==> src/rtl/core/prime_position_sums_core_macros.svh <==
// assertion macros for the prime position sums core
// both expect clk and arst_n in the scope of the use
`ifndef PRIME_POSITION_SUMS_CORE_MACROS_SVH
`define PRIME_POSITION_SUMS_CORE_MACROS_SVH

// antecedent implies consequent in the same cycle
`define PPS_ASSERT_SAME(lbl, ante, cons) \
	lbl: assert property (@(posedge clk) disable iff (!arst_n) (ante) |-> (cons)) \
		else $error("prime_position_sums_core: same-cycle check failed");

// antecedent implies consequent in the next cycle
`define PPS_ASSERT_NEXT(lbl, ante, cons) \
	lbl: assert property (@(posedge clk) disable iff (!arst_n) (ante) |=> (cons)) \
		else $error("prime_position_sums_core: next-cycle check failed");

`endif

==> src/rtl/core/pps_pkg.sv <==
package pps_pkg;

	localparam int VALUE_BITS = 16;
	localparam int SUM_BITS   = 22;
	localparam int CNT_BITS   = $clog2(VALUE_BITS + 1);

	typedef struct packed {
		logic [VALUE_BITS-1:0] value;
		logic                  last;
	} item_t;

	typedef struct packed {
		logic                is_prime;
		logic                odd_position;
		logic [SUM_BITS-1:0] odd_total;
		logic [SUM_BITS-1:0] even_total;
		logic                odd_any;
		logic                even_any;
		logic                array_done;
	} result_t;

	// command from the sequencer to the remainder unit
	typedef struct packed {
		logic                  start;
		logic [VALUE_BITS-1:0] dividend;
		logic [VALUE_BITS-1:0] divisor;
	} mod_cmd_t;

	// status back from the remainder unit
	typedef struct packed {
		logic done;
		logic rem_zero;
	} mod_res_t;

	typedef enum logic [2:0] {
		ST_IDLE,
		ST_CHECK,
		ST_DIV,
		ST_ACCUM
	} state_t;

endpackage

==> src/rtl/core/pps_mod_unit.sv <==
module pps_mod_unit (
	input  logic            clk,
	input  logic            arst_n,
	input  pps_pkg::mod_cmd_t cmd,
	output pps_pkg::mod_res_t res
);

	logic [pps_pkg::VALUE_BITS-1:0] num_sr_q;
	logic [pps_pkg::VALUE_BITS-1:0] div_q;
	logic [pps_pkg::VALUE_BITS-1:0] rem_q;
	logic [pps_pkg::CNT_BITS-1:0]   cnt_q;
	logic                           done_q;
	logic [pps_pkg::VALUE_BITS:0]   shifted;
	logic [pps_pkg::VALUE_BITS:0]   div_ext;
	logic [pps_pkg::VALUE_BITS-1:0] rem_next;

	// one restoring step: bring in the next dividend bit, subtract if it fits
	always_comb begin
		shifted = {rem_q, num_sr_q[pps_pkg::VALUE_BITS-1]};
		div_ext = {1'b0, div_q};
		if (shifted >= div_ext) begin
			rem_next = pps_pkg::VALUE_BITS'(shifted - div_ext);
		end else begin
			rem_next = pps_pkg::VALUE_BITS'(shifted);
		end
	end

	// step control, one dividend bit per cycle
	always_ff @(posedge clk or negedge arst_n) begin
		if (!arst_n) begin
			cnt_q  <= '0;
			done_q <= 1'b0;
		end else begin
			done_q <= 1'b0;
			if (cmd.start) begin
				cnt_q <= pps_pkg::CNT_BITS'(pps_pkg::VALUE_BITS);
			end else if (cnt_q != '0) begin
				cnt_q <= cnt_q - 1'b1;
				if (cnt_q == pps_pkg::CNT_BITS'(1)) begin
					done_q <= 1'b1;
				end
			end
		end
	end

	// datapath shift registers
	always_ff @(posedge clk) begin
		if (cmd.start) begin
			num_sr_q <= cmd.dividend;
			div_q    <= cmd.divisor;
			rem_q    <= '0;
		end else if (cnt_q != '0) begin
			num_sr_q <= {num_sr_q[pps_pkg::VALUE_BITS-2:0], 1'b0};
			rem_q    <= rem_next;
		end
	end

	assign res.done     = done_q;
	assign res.rem_zero = (rem_q == '0);

endmodule

==> src/rtl/core/prime_position_sums_core.sv <==
// prime position sums core
// input channel: item_valid / item_stall / item (value, last). an item transfers
// on a rising edge with item_valid high and item_stall low.
// output channel: res_valid / res_stall / res, one result per item, in order.
// each value is tested by trial division with divisors 2, 3, ... while d*d <= value.
// every divisor costs one bound check and 16 remainder steps of one dividend
// bit each, after which the done flag hands the remainder back. values below 4
// try no divisor, the worst 16-bit prime tries 254. one item is in work at a time.
// a finished result sits in the output register; the next item is taken while
// it waits, and only the final update of the running sums holds off until the
// output register is free again.
// reset clears parity, both totals, both flags and the output valid.
// an item with last set returns the running state to its reset value after
// its result is formed.
`include "prime_position_sums_core_macros.svh"

module prime_position_sums_core (
	input  logic            clk,
	input  logic            arst_n,
	input  logic            item_valid,
	output logic            item_stall,
	input  pps_pkg::item_t  item,
	output logic            res_valid,
	input  logic            res_stall,
	output pps_pkg::result_t res
);

	pps_pkg::state_t state_q;
	pps_pkg::state_t state_next;

	logic [pps_pkg::VALUE_BITS-1:0] value_q;
	logic                           last_q;
	logic [pps_pkg::VALUE_BITS-1:0] d_q;
	logic [pps_pkg::VALUE_BITS:0]   sq_q;
	logic                           prime_q;

	logic                         parity_q;
	logic [pps_pkg::SUM_BITS-1:0] odd_acc_q;
	logic [pps_pkg::SUM_BITS-1:0] even_acc_q;
	logic                         odd_seen_q;
	logic                         even_seen_q;

	logic             res_valid_q;
	pps_pkg::result_t res_q;

	pps_pkg::mod_cmd_t mod_cmd;
	pps_pkg::mod_res_t mod_res;

	logic item_take;
	logic out_free;
	logic below_two;
	logic past_bound;
	logic check_prime;
	logic check_start;
	logic div_found;
	logic div_next;
	logic accum_fire;

	logic [pps_pkg::SUM_BITS:0]   sum_ext;
	logic [pps_pkg::SUM_BITS-1:0] acc_sel;
	logic [pps_pkg::SUM_BITS-1:0] acc_new;

	pps_mod_unit u_mod (
		.clk    (clk),
		.arst_n (arst_n),
		.cmd    (mod_cmd),
		.res    (mod_res)
	);

	// conditions of the trial loop
	assign below_two  = (value_q < pps_pkg::VALUE_BITS'(2));
	assign past_bound = (sq_q > {1'b0, value_q});
	assign out_free   = !res_valid_q || !res_stall;

	// next state
	always_comb begin
		state_next = state_q;
		case (state_q)
			pps_pkg::ST_IDLE: begin
				if (item_valid) begin
					state_next = pps_pkg::ST_CHECK;
				end
			end
			pps_pkg::ST_CHECK: begin
				if (below_two || past_bound) begin
					state_next = pps_pkg::ST_ACCUM;
				end else begin
					state_next = pps_pkg::ST_DIV;
				end
			end
			pps_pkg::ST_DIV: begin
				if (mod_res.done) begin
					if (mod_res.rem_zero) begin
						state_next = pps_pkg::ST_ACCUM;
					end else begin
						state_next = pps_pkg::ST_CHECK;
					end
				end
			end
			pps_pkg::ST_ACCUM: begin
				if (out_free) begin
					state_next = pps_pkg::ST_IDLE;
				end
			end
			default: begin
				state_next = pps_pkg::ST_IDLE;
			end
		endcase
	end

	// control outputs of the sequencer
	always_comb begin
		item_stall  = 1'b1;
		check_prime = 1'b0;
		check_start = 1'b0;
		div_found   = 1'b0;
		div_next    = 1'b0;
		accum_fire  = 1'b0;
		case (state_q)
			pps_pkg::ST_IDLE: begin
				item_stall = 1'b0;
			end
			pps_pkg::ST_CHECK: begin
				check_prime = !below_two && past_bound;
				check_start = !below_two && !past_bound;
			end
			pps_pkg::ST_DIV: begin
				div_found = mod_res.done && mod_res.rem_zero;
				div_next  = mod_res.done && !mod_res.rem_zero;
			end
			pps_pkg::ST_ACCUM: begin
				accum_fire = out_free;
			end
			default: begin
				item_stall = 1'b1;
			end
		endcase
	end

	assign item_take = item_valid && !item_stall;

	assign mod_cmd.start    = check_start;
	assign mod_cmd.dividend = value_q;
	assign mod_cmd.divisor  = d_q;

	// saturating add of the value into the total of this position's parity
	always_comb begin
		acc_sel = parity_q ? odd_acc_q : even_acc_q;
		sum_ext = {1'b0, acc_sel}
			+ (pps_pkg::SUM_BITS + 1)'(value_q);
		if (sum_ext[pps_pkg::SUM_BITS]) begin
			acc_new = '1;
		end else begin
			acc_new = sum_ext[pps_pkg::SUM_BITS-1:0];
		end
	end

	always_ff @(posedge clk or negedge arst_n) begin
		if (!arst_n) begin
			state_q <= pps_pkg::ST_IDLE;
		end else begin
			state_q <= state_next;
		end
	end

	// item capture and divisor walk; sq_q tracks d_q squared
	always_ff @(posedge clk) begin
		if (item_take) begin
			value_q <= item.value;
			last_q  <= item.last;
			d_q     <= pps_pkg::VALUE_BITS'(2);
			sq_q    <= (pps_pkg::VALUE_BITS + 1)'(4);
			prime_q <= 1'b0;
		end else begin
			if (check_prime) begin
				prime_q <= 1'b1;
			end
			if (div_found) begin
				prime_q <= 1'b0;
			end
			if (div_next) begin
				d_q  <= d_q + 1'b1;
				sq_q <= sq_q + {d_q, 1'b1};
			end
		end
	end

	// running state per array
	always_ff @(posedge clk or negedge arst_n) begin
		if (!arst_n) begin
			parity_q    <= 1'b0;
			odd_acc_q   <= '0;
			even_acc_q  <= '0;
			odd_seen_q  <= 1'b0;
			even_seen_q <= 1'b0;
		end else if (accum_fire) begin
			if (last_q) begin
				parity_q    <= 1'b0;
				odd_acc_q   <= '0;
				even_acc_q  <= '0;
				odd_seen_q  <= 1'b0;
				even_seen_q <= 1'b0;
			end else begin
				parity_q <= !parity_q;
				if (prime_q && parity_q) begin
					odd_acc_q  <= acc_new;
					odd_seen_q <= 1'b1;
				end
				if (prime_q && !parity_q) begin
					even_acc_q  <= acc_new;
					even_seen_q <= 1'b1;
				end
			end
		end
	end

	// output register
	always_ff @(posedge clk or negedge arst_n) begin
		if (!arst_n) begin
			res_valid_q <= 1'b0;
		end else if (accum_fire) begin
			res_valid_q <= 1'b1;
		end else if (!res_stall) begin
			res_valid_q <= 1'b0;
		end
	end

	always_ff @(posedge clk) begin
		if (accum_fire) begin
			res_q.is_prime     <= prime_q;
			res_q.odd_position <= parity_q;
			res_q.odd_total    <= (prime_q && parity_q) ? acc_new : odd_acc_q;
			res_q.even_total   <= (prime_q && !parity_q) ? acc_new : even_acc_q;
			res_q.odd_any      <= odd_seen_q || (prime_q && parity_q);
			res_q.even_any     <= even_seen_q || (prime_q && !parity_q);
			res_q.array_done   <= last_q;
		end
	end

	assign res_valid = res_valid_q;
	assign res       = res_q;

	// checks
	`PPS_ASSERT_NEXT(a_take_to_check, item_take, state_q == pps_pkg::ST_CHECK)
	`PPS_ASSERT_SAME(a_done_in_div, mod_res.done, state_q == pps_pkg::ST_DIV)
	`PPS_ASSERT_SAME(a_prime_ge_two, accum_fire && prime_q, !below_two)
	`PPS_ASSERT_SAME(a_rise_from_accum, $rose(res_valid_q),
		$past(state_q) == pps_pkg::ST_ACCUM)

endmodule

==> config.mk <==
export PLATFORM = sky130hd
export DESIGN_NAME = prime_position_sums_core
export DESIGN_NICKNAME = d
export VERILOG_FILES = /design/src/rtl/core/pps_pkg.sv /design/src/rtl/core/pps_mod_unit.sv /design/src/rtl/core/prime_position_sums_core.sv
export VERILOG_INCLUDE_DIRS = /design/src /design/src/rtl/core
export SDC_FILE = /design/constraint.sdc
export NUM_CORES = 1
export LEC_CHECK = 0
export BUFFER_PORTS_ARGS = -buffer_cell sky130_fd_sc_hd__buf_2
export CORE_ASPECT_RATIO = 0.6
export CORE_MARGIN = 2
export CORE_UTILIZATION = 30
export DETAILED_ROUTE_END_ITERATION = 10
export SLEW_MARGIN = 30
export SYNTH_ARGS = -nofsm -noshare
export SYNTH_HDL_FRONTEND = slang
export SYNTH_SLANG_ARGS = --single-unit
==> constraint.sdc <==
create_clock -name clk -period 4.6 [get_ports clk]
set_clock_uncertainty 0.05 [all_clocks]
set_input_delay 0.92 -clock clk [delete_from_list [all_inputs] [get_ports clk]]
set_output_delay 0.92 -clock clk [all_outputs]
set_load 0.01 [all_outputs]
==> results.cfg, run 1 <==
[setup_path]
crit_required_ps = 4800
crit_cells = 12
worstSetupEndpoint = res[17]$_DFFE_PP_
rr_startpoint = parity_q$_DFFE_PN0P_
end_kind = flop
cp_top_family = compound AO/OA/AOI/OAI gates
cp_max_fo = 30
rrSetupSlack_ps = 700
r2r-end = res[17]$_DFFE_PP_
path_cells = buf_12 -> mux2_2 -> ha_1 -> fa_1 -> a21oi_1 -> o22ai_1 -> nor3_2 -> o31ai_4 -> nand3_1 -> o311ai_1 -> a31oi_1 -> o21ai_0
cp.arrival_ps = 4100
slowest_delay_ps = 470
cp_slowest_cell = dfrtp_1
critPathBufInv = 1
start_kind = flop
critPathLaunch = parity_q$_DFFE_PN0P_
worstSetupPathType = flop to flop
reg2reg_depth = 12

[routing]
ant_nets = 0
drt-total-wl_um = 28600
wire_per_inst_um = 17.0
first_pass_iters = 5
dr.first_iter.drc_count = 830
viasPerCell = 5.04
vias = 8510
route.detailed.drc = 0

[global_routing]
grt_pass1_vias = 8023
grt_pass1_wl_um = 46300
grtUsageTotal_pct = 15.0
grt_max_degree = 57
grt_overflow = 0
antenna_found_initial = 0

[synthesis]
syn_inst = 1126
ys_top_cells_by_area = edfxtp_1 (27%), dfrtp_1 (13%), dfxtp_1 (9.0%)
ys_types = 71
synth-async-reset-ratio_pct = 27.5
synth_top_area_share_pct = 26.5
yosys.area.top_type = edfxtp_1
netlist_area_mm2 = 0.0111
yosys_warnings = 0
synth_edf_count = 98
synth_area_per_cell_um2 = 9.85
synth_nets = 1217
ys.flop_type = edfxtp_1
ys_seq_area_share_pct = 48.2
ys_ff_latch = 204

[power]
vdd_drop_max_uv = 190
power.density_mw_per_mm2 = 316
seqPwrFrac_pct = 47.8
switchingPower_uw = 879
swShare_pct = 21.7
internal_power_uw = 3160
clkPwrFrac_pct = 48.2
p_leak_uw = 0.00528
power_frac_comb_pct = 4.0
power_uw = 4040

[floorplan]
start_util_pct = 30.5
coreArea_mm2 = 0.0363
pin_count = 72
rows = 54
die_x_um = 252
die_area_mm2 = 0.0386
die_y_um = 153

[finish]
diodes = 0
layoutNonFillerInstCount = 1688
area_delta_synth_final_pct = 15.5
multi_input_area_mm2 = 0.00537
layout_commonest_cell = nand2_1
register_area_mm2 = 0.00535
drive_gt1_share_pct = 15.1
mostFrequentLayoutCells = nand2_1 (148), edfxtp_1 (98), o21ai_0 (96), nor2_1 (75), buf_2 (71)
n_fill_cell = 3646
nets = 1287

[timing]
rsz0062_at_grt = no
setup_slack_ps = 699
period_minus_slack_ps = 3900
timing.setup.tns_ps = 0
maxSlewHeadroom_pct = 38.8
drv_slew = 0
tightest_slew_ps = 910
finalSetupViolations = 0
clock.fmax_mhz = 256
fin_crit_sh_pct = 84.8
hold_viol = 0

[placed_design]
place_ws_ps = 763
placement.io_buffers = 71
placedCellCount = 1647
gp_congestion = 0.862
place_hpwl_um = 21200

[run]
drv_cap = 0

[min_path]
hp-class = flop to flop

[clocking]
cts_resized = 0
cts_hold_buf = 0
clkLatencyLatePin_ps = 520
cts_sinks = 204
cts_buffers = 23
cts_buffer_depth = 3
postCtsSetupBuffers = 0
cts_tree = yes
root_buffer = clkbuf_16
clk_pin_slew_ps = 60
htree_levels = 1

[status]
status = finished, final reports clean
kinds of logic (layout without fill, tap and decap cells):
logic type	Yosys count	in the layout	share of synthesized area, %
compound gates	303	303	16.8
xor+xnor	50	50	3.95
fa+ha+maj	70	70	8.10
buf+inv	93	179	3.42
flops	204	204	48.2
mux	40	40	3.99
simple gates	366	366	15.5
per-stage QoR:
stage	area (um^2)	hold WS (ps)	util (%)
after global routing	12800	453	35.2
after global placement	12000	420	33.0
final	12800	427	35.2
after CTS	12800	426	35.2
after detailed placement	12000	418	33.0
after floorplan	11100	373	-
routing by layer:
layer / GRT usage [%] / wire (um)
met2: 19.4 / 10600
met4: 2.96 / 443
met1: 24.9 / 15800
met3: 2.88 / 1750
met5: 0 / 0
sequential cells by signal, indices dropped and copies added (netlist names), 2 cells and up:
signal	count
d_q	16
even_acc_q	22
odd_acc_q	22
res	49
sq_q	17
state_q	2
u_mod.cnt_q	5
u_mod.div_q	16
u_mod.num_sr_q	16
u_mod.rem_q	16
value_q	16
power by group through the flow:
stage / Clock, uW / Sequential, uW / Combinational (uW)
after floorplan: 0 / 1970 / 111
after global placement: 0 / 1970 / 155
after detailed placement: 0 / 1970 / 158
after CTS: 2000 / 1930 / 160
after global routing: 2070 / 1940 / 185
final: 1950 / 1930 / 160
how the worst min path moves through the flow:
stage / start / end / slack [ps] / cells past startpoint
after detailed placement: sq_q[6]$_SDFFE_PP0P_ / sq_q[6]$_SDFFE_PP0P_ / 420 / 2
after floorplan: parity_q$_DFFE_PN0P_ / res[47]$_DFFE_PP_ / 370 / 0
final: sq_q[6]$_SDFFE_PP0P_ / sq_q[6]$_SDFFE_PP0P_ / 430 / 2
after global placement: sq_q[6]$_SDFFE_PP0P_ / sq_q[6]$_SDFFE_PP0P_ / 420 / 2
after CTS: sq_q[6]$_SDFFE_PP0P_ / sq_q[6]$_SDFFE_PP0P_ / 430 / 2
after global routing: sq_q[5]$_SDFFE_PP0P_ / sq_q[5]$_SDFFE_PP0P_ / 450 / 2
tightest hold or removal path, stage by stage, from the launching register on:
cell     delay, ps
dfxtp_1        330
nand2_1         60
a21oi_1         50
cell usage after synthesis, types with 4 or more instances:
cell,instances
nand3b_1,4
nand2_1,148
a22o_1,7
or3_1,6
nor2_1,75
a31oi_1,8
ha_1,67
o21a_1,7
a211oi_1,14
o21bai_1,4
xor2_1,20
o211ai_1,4
nor2b_1,17
o21ai_1,37
and2_1,9
and3_1,10
dfrtp_1,56
nor2_2,7
nand2b_1,10
a21oi_1,65
nor3_1,21
nor4_1,13
o21ai_0,98
a32o_1,4
inv_1,53
clkbuf_1,30
edfxtp_1,98
nand4_1,13
dfxtp_1,50
nand3_1,19
mux2_2,34
mux2i_1,6
a21o_1,17
xnor2_1,30
o31ai_1,6
area by class of cell:
| cell class | count | share of cell area (%) |
|---|---|---|
| multi-input cells | 829 | 42.0 |
| flip-flops and latches | 204 | 41.7 |
| clock buffers | 27 | 4.77 |
| well taps | 476 | 4.65 |
| repair buffers | 85 | 3.85 |
| inverters | 53 | 1.55 |
| clock inverters | 14 | 1.46 |
Power figures use the tool's default switching activity.
==> run 2, diff against run 1 <==
==> constraint.sdc (replaced) <==
create_clock -name clk -period 3.7 [get_ports clk]
set_clock_uncertainty 0.05 [all_clocks]
set_input_delay 0.74 -clock clk [delete_from_list [all_inputs] [get_ports clk]]
set_output_delay 0.74 -clock clk [all_outputs]
set_load 0.01 [all_outputs]
==> run 2 against run 1 <==
Net effect:
- clock-buffer cell count increased by 6
- final cell count increased by 0.53%
- total power increased by 23%
- core utilization increased by 0.17 points
==> results.cfg, run 2 (synthesis gave the netlist of run 1 again) <==
[finish]
layoutNonFillerInstCount = 1697
register_area_mm2 = 0.00535
diodes = 0
drive_gt1_share_pct = 15.8
fin_util_pct = 35.4
largest_reg_flops = 49
area_delta_synth_final_pct = 16.0
mostFrequentLayoutCells = nand2_1 (147), edfxtp_1 (98), o21ai_0 (93), nor2_1 (72), buf_2 (71)
layout_commonest_cell = nand2_1
multi_input_area_mm2 = 0.00541
nets = 1296
n_fill_cell = 3673

[setup_path]
worstSetupPathType = flop to flop
critPathLaunch = parity_q$_DFFE_PN0P_
critPathBufInv = 1
cp_slowest_cell = o2111ai_1
crit_required_ps = 4040
worstSetupEndpoint = even_acc_q[21]$_DFFE_PN0P_
rr_startpoint = parity_q$_DFFE_PN0P_
rrSetupSlack_ps = 140
path_cells = buf_4 -> mux2_2 -> ha_1 -> a211oi_1 -> nor4_4 -> nor4b_1 -> o21ai_1 -> o2111ai_1 -> xnor2_1 -> nand2_1 -> a22o_1
reg2reg_depth = 11
cp_top_family = compound AO/OA/AOI/OAI gates
cp.arrival_ps = 3900
end_kind = flop
slowest_delay_ps = 560
crit_cells = 11
start_kind = flop
cp_max_fo = 7
r2r-end = even_acc_q[21]$_DFFE_PN0P_

[placed_design]
placedCellCount = 1657
placement.io_buffers = 71
place_hpwl_um = 21700
place_ws_ps = 132
gp_congestion = 0.881

[routing]
drt-total-wl_um = 29400
ant_nets = 0
dr.first_iter.drc_count = 823
route.detailed.drc = 0
first_pass_iters = 5
vias = 8780
wire_per_inst_um = 17.3
viasPerCell = 5.17

[floorplan]
pin_count = 72
die_x_um = 252
coreArea_mm2 = 0.0363
rows = 54
start_util_pct = 30.5
die_y_um = 153
die_area_mm2 = 0.0386

[timing]
rsz0062_at_grt = yes
clock.fmax_mhz = 281
hold_slack_ps = 202
fin_crit_sh_pct = 96.3
maxSlewHeadroom_pct = 38.1
hold_viol = 0
tightest_slew_ps = 929
finalSetupViolations = 0
period_minus_slack_ps = 3560
setup_slack_ps = 138
drv_slew = 0

[clocking]
cts_buffer_depth = 3
postCtsSetupBuffers = 0
clkLatencyLatePin_ps = 520
root_buffer = clkbuf_16
cts_buffers = 22
clk_pin_slew_ps = 60
cts_sinks = 204
htree_levels = 1
cts_tree = yes

[global_routing]
grtUsageTotal_pct = 15.2
antenna_found_initial = 0
grt_pass1_vias = 8237
grt_overflow = 0
grt_pass1_wl_um = 47100
grt_max_degree = 48

[min_path]
hp-class = primary input to async pin

[run]
drv_cap = 0

[power]
power_uw = 4990
vdd_drop_max_uv = 249
power.density_mw_per_mm2 = 388
p_leak_uw = 0.00531

[status]
status = finished, final reports clean
## run 2: changes by cell type in the layout (fill, tap and decap cells not counted), moves of 3 or more
cell      delta
buf_4       +11
clkbuf_1     +6
clkinv_2     -3
clkinv_4     -3
nor2_1       -3
nor2_2       +3
o21ai_0      -3
o21ai_1      +3
## run 2: worst min-delay path by stage
stage                           endpoint                 start  cells after the start  slack (ps)
2_1_floorplan          res[47]$_DFFE_PP_  parity_q$_DFFE_PN0P_                      0         370
6_report       odd_acc_q[21]$_DFFE_PN0P_                arst_n                      1         200
4_1_cts        odd_acc_q[21]$_DFFE_PN0P_                arst_n                      1         220
5_1_grt        even_acc_q[4]$_DFFE_PN0P_                arst_n                      1         260
3_5_place_dp        sq_q[5]$_SDFFE_PP0P_  sq_q[5]$_SDFFE_PP0P_                      2         430
3_3_place_gp        sq_q[6]$_SDFFE_PP0P_  sq_q[6]$_SDFFE_PP0P_                      2         420
## run 2: where the power goes
group          internal (uW)  switching [uW]
Combinational           84.0             116
Clock                   1460             922
Sequential              2380            24.3
## run 2: routing by layer
metal	vias to the layer above	routed length (um)	GRT usage [%]
met1	4232	16100	25.2
met3	26	1930	2.98
li1	4243	-	-
met4	0	390	2.96
met5	-	0	0
met2	279	10900	19.8
## run 2: worst reg2reg max path: cells and delay by family (launching register included)
family          cells  cell delay, ps
compound gates      4            1420
simple gates        3             500
flops               1             420
mux                 1             380
fa+ha+maj           1             300
buf+inv             1             200
xor+xnor            1             180
## run 2: timing repair
item                                    in CTS  in global routing
endpoints found under the hold margin        0                  0
hold buffers                                 0                  0
resized for setup                            0                 11
endpoints found under the setup margin       0                 15
## run 2: final cells by class
| class | count | share of cell area (%) |
|---|---|---|
| clock inverter | 7 | 1.04 |
| sequential | 204 | 41.5 |
| inverter | 53 | 1.55 |
| timing repair buffer | 95 | 4.26 |
| multi-input combinational | 829 | 42.1 |
| tap | 476 | 4.63 |
| clock buffer | 33 | 4.92 |
## run 2: through the flow
step | cell area (um^2) | TNS, ps
2_1_floorplan | 11100 | 0
3_3_place_gp | 12100 | 0
4_1_cts | 12800 | 0
5_1_grt | 12900 | -62.1
6_report | 12900 | 0
3_5_place_dp | 12100 | 0
==> run 3, diff against run 2 <==
==> constraint.sdc (replaced) <==
create_clock -name clk -period 3.6 [get_ports clk]
set_clock_uncertainty 0.05 [all_clocks]
set_input_delay 0.72 -clock clk [delete_from_list [all_inputs] [get_ports clk]]
set_output_delay 0.72 -clock clk [all_outputs]
set_load 0.005 [all_outputs]
==> run 3 against run 2 <==
Net effect:
- global-route usage fell by 0.18 points
- register-to-register slack improved by 20 ps
- via count fell by 1.9%
- sequential share of layout area rose by 0.12 points
- worst hold slack got worse by 18 ps
- maximum frequency rose by 3.6%
- highest routed layer unchanged
- largest power group unchanged
- clock-buffer cell count rose by 1
- combinational power rose by 2%
- critical path depth did not move
- first-iteration DRC count fell by 16%
==> results.cfg, run 3 (synthesis gave the netlist of run 1 again) <==
[clocking]
clk_pin_slew_ps = 60
cts_sinks = 204
cts_tree = yes
htree_levels = 1
cts_buffer_depth = 3
cts_hold_buf = 0
cts_buffers = 23
root_buffer = clkbuf_16
clkLatencyLatePin_ps = 530

[timing]
finalSetupViolations = 0
tightest_slew_ps = 899
hold_viol = 0
timing.setup.tns_ps = 0
clock.fmax_mhz = 291
fin_crit_sh_pct = 95.5
maxSlewHeadroom_pct = 40.1
setup_slack_ps = 161
drv_slew = 0
period_minus_slack_ps = 3440

[routing]
drt-total-wl_um = 29000
route.detailed.drc = 0
viasPerCell = 5.06
dr.first_iter.drc_count = 695
wire_per_inst_um = 17.0
ant_nets = 0
first_pass_iters = 5
vias = 8614

[floorplan]
die_area_mm2 = 0.0386
die_y_um = 153
die_x_um = 252
pin_count = 72
start_util_pct = 30.5
rows = 54
coreArea_mm2 = 0.0363

[placed_design]
place_ws_ps = 76.1
placedCellCount = 1661
placement.io_buffers = 71
placed_area_mm2 = 0.0121
place_hpwl_um = 21500
gp_congestion = 0.896

[setup_path]
worstSetupPathType = flop to flop
cp_max_fo = 7
crit_required_ps = 3820
cp.arrival_ps = 3660
start_kind = flop
end_kind = flop

[finish]
layoutNonFillerInstCount = 1704
diodes = 0
layout_commonest_cell = nand2_1
n_fill_cell = 3630
largest_reg_flops = 49
nets = 1303
mostFrequentLayoutCells = nand2_1 (148), edfxtp_1 (98), o21ai_0 (95), nor2_1 (73), buf_2 (71)
area_delta_synth_final_pct = 15.7
drive_gt1_share_pct = 15.9
fin_util_pct = 35.3
final_area_mm2 = 0.0128

[power]
vdd_drop_max_uv = 284
swShare_pct = 22.5
internal_power_uw = 3810
power.density_mw_per_mm2 = 383
seqPwrFrac_pct = 50.3
power_frac_comb_pct = 4.2
clkPwrFrac_pct = 45.6
switchingPower_uw = 1110
p_leak_uw = 0.00529

[min_path]
hp-class = primary input to async pin

[global_routing]
grt_pass1_vias = 7939
grt_pass1_wl_um = 46200
grtUsageTotal_pct = 15.1
grt_max_degree = 42
grt_overflow = 0
antenna_found_initial = 0

[status]
status = finished, final reports clean

[run]
drv_cap = 0
==> run 3: cell types whose count changed in the layout (fill, tap and decap cells not counted), sizes merged <==
cell / delta
buf: +6
bufinv: -3
clkinvlp: +2
clkbuf: +1
inv: +1
==> run 3: final timing paths <==
path                                      start                   endpoint  slack [ps]  cells after the start
min in group clk                        item[8]       value_q[7]$_DFFE_PP_         340                      1
setup reg to reg           parity_q$_DFFE_PN0P_          res[22]$_DFFE_PP_         160                     11
max in group asynchronous                arst_n  odd_acc_q[12]$_DFFE_PN0P_        2430                      2
hold / removal                           arst_n  odd_acc_q[19]$_DFFE_PN0P_         180                      1
setup / recovery           parity_q$_DFFE_PN0P_          res[22]$_DFFE_PP_         160                     11
hold reg to reg            sq_q[6]$_SDFFE_PP0P_       sq_q[6]$_SDFFE_PP0P_         430                      2
==> run 3: metrics by stage <==
step	total power, uW	hold WS [ps]
finish	4920	184
global route	5090	233
CTS	4960	200
detailed placement	2720	424
global placement	2720	423
floorplan	2650	374
==> run 3: area by class of cell <==
type,instances,area [um^2],share of cell area [%]
Inverter,53,199,1.55
Sequential cell,204,5350,41.7
Clock buffer,34,627,4.89
Clock inverter,7,66.3,0.517
Multi-Input combinational cell,829,5400,42.1
Timing Repair Buffer,101,597,4.65
Tap cell,476,596,4.64
==> run 3: power groups by stage <==
stage	sequential [uW]	clock, uW	combinational [uW]
after floorplan	2510	0	142
after global placement	2520	0	199
after detailed placement	2520	0	204
after CTS	2470	2290	205
after global routing	2470	2380	236
final	2470	2240	205
==> run 3: what timing repair did <==
| item | in CTS | in global routing |
|---|---|---|
| endpoints found under the setup margin | 0 | 23 |
| setup buffers | 0 | 2 |
| gates resized for setup | 0 | 8 |
==> run 3: critical path: stages, from the launching register on <==
cell and delay [ps]:
dfrtp_1 410, buf_4 190, mux2_2 370, ha_1 290, a211oi_1 400, nor4_2 130
nor3_1 210, o211ai_1 200, o21ai_1 540, nand2_1 160, a21oi_1 160, a21oi_1 60
==> run 3: routing by layer <==
metal / part of all wire [%] / wire [um] / global-route usage, %
met5: 0 / 0 / 0
met4: 1.6 / 453 / 3.21
met3: 6.7 / 1960 / 3.13
met2: 36 / 10500 / 18.6
met1: 55 / 16100 / 25.5
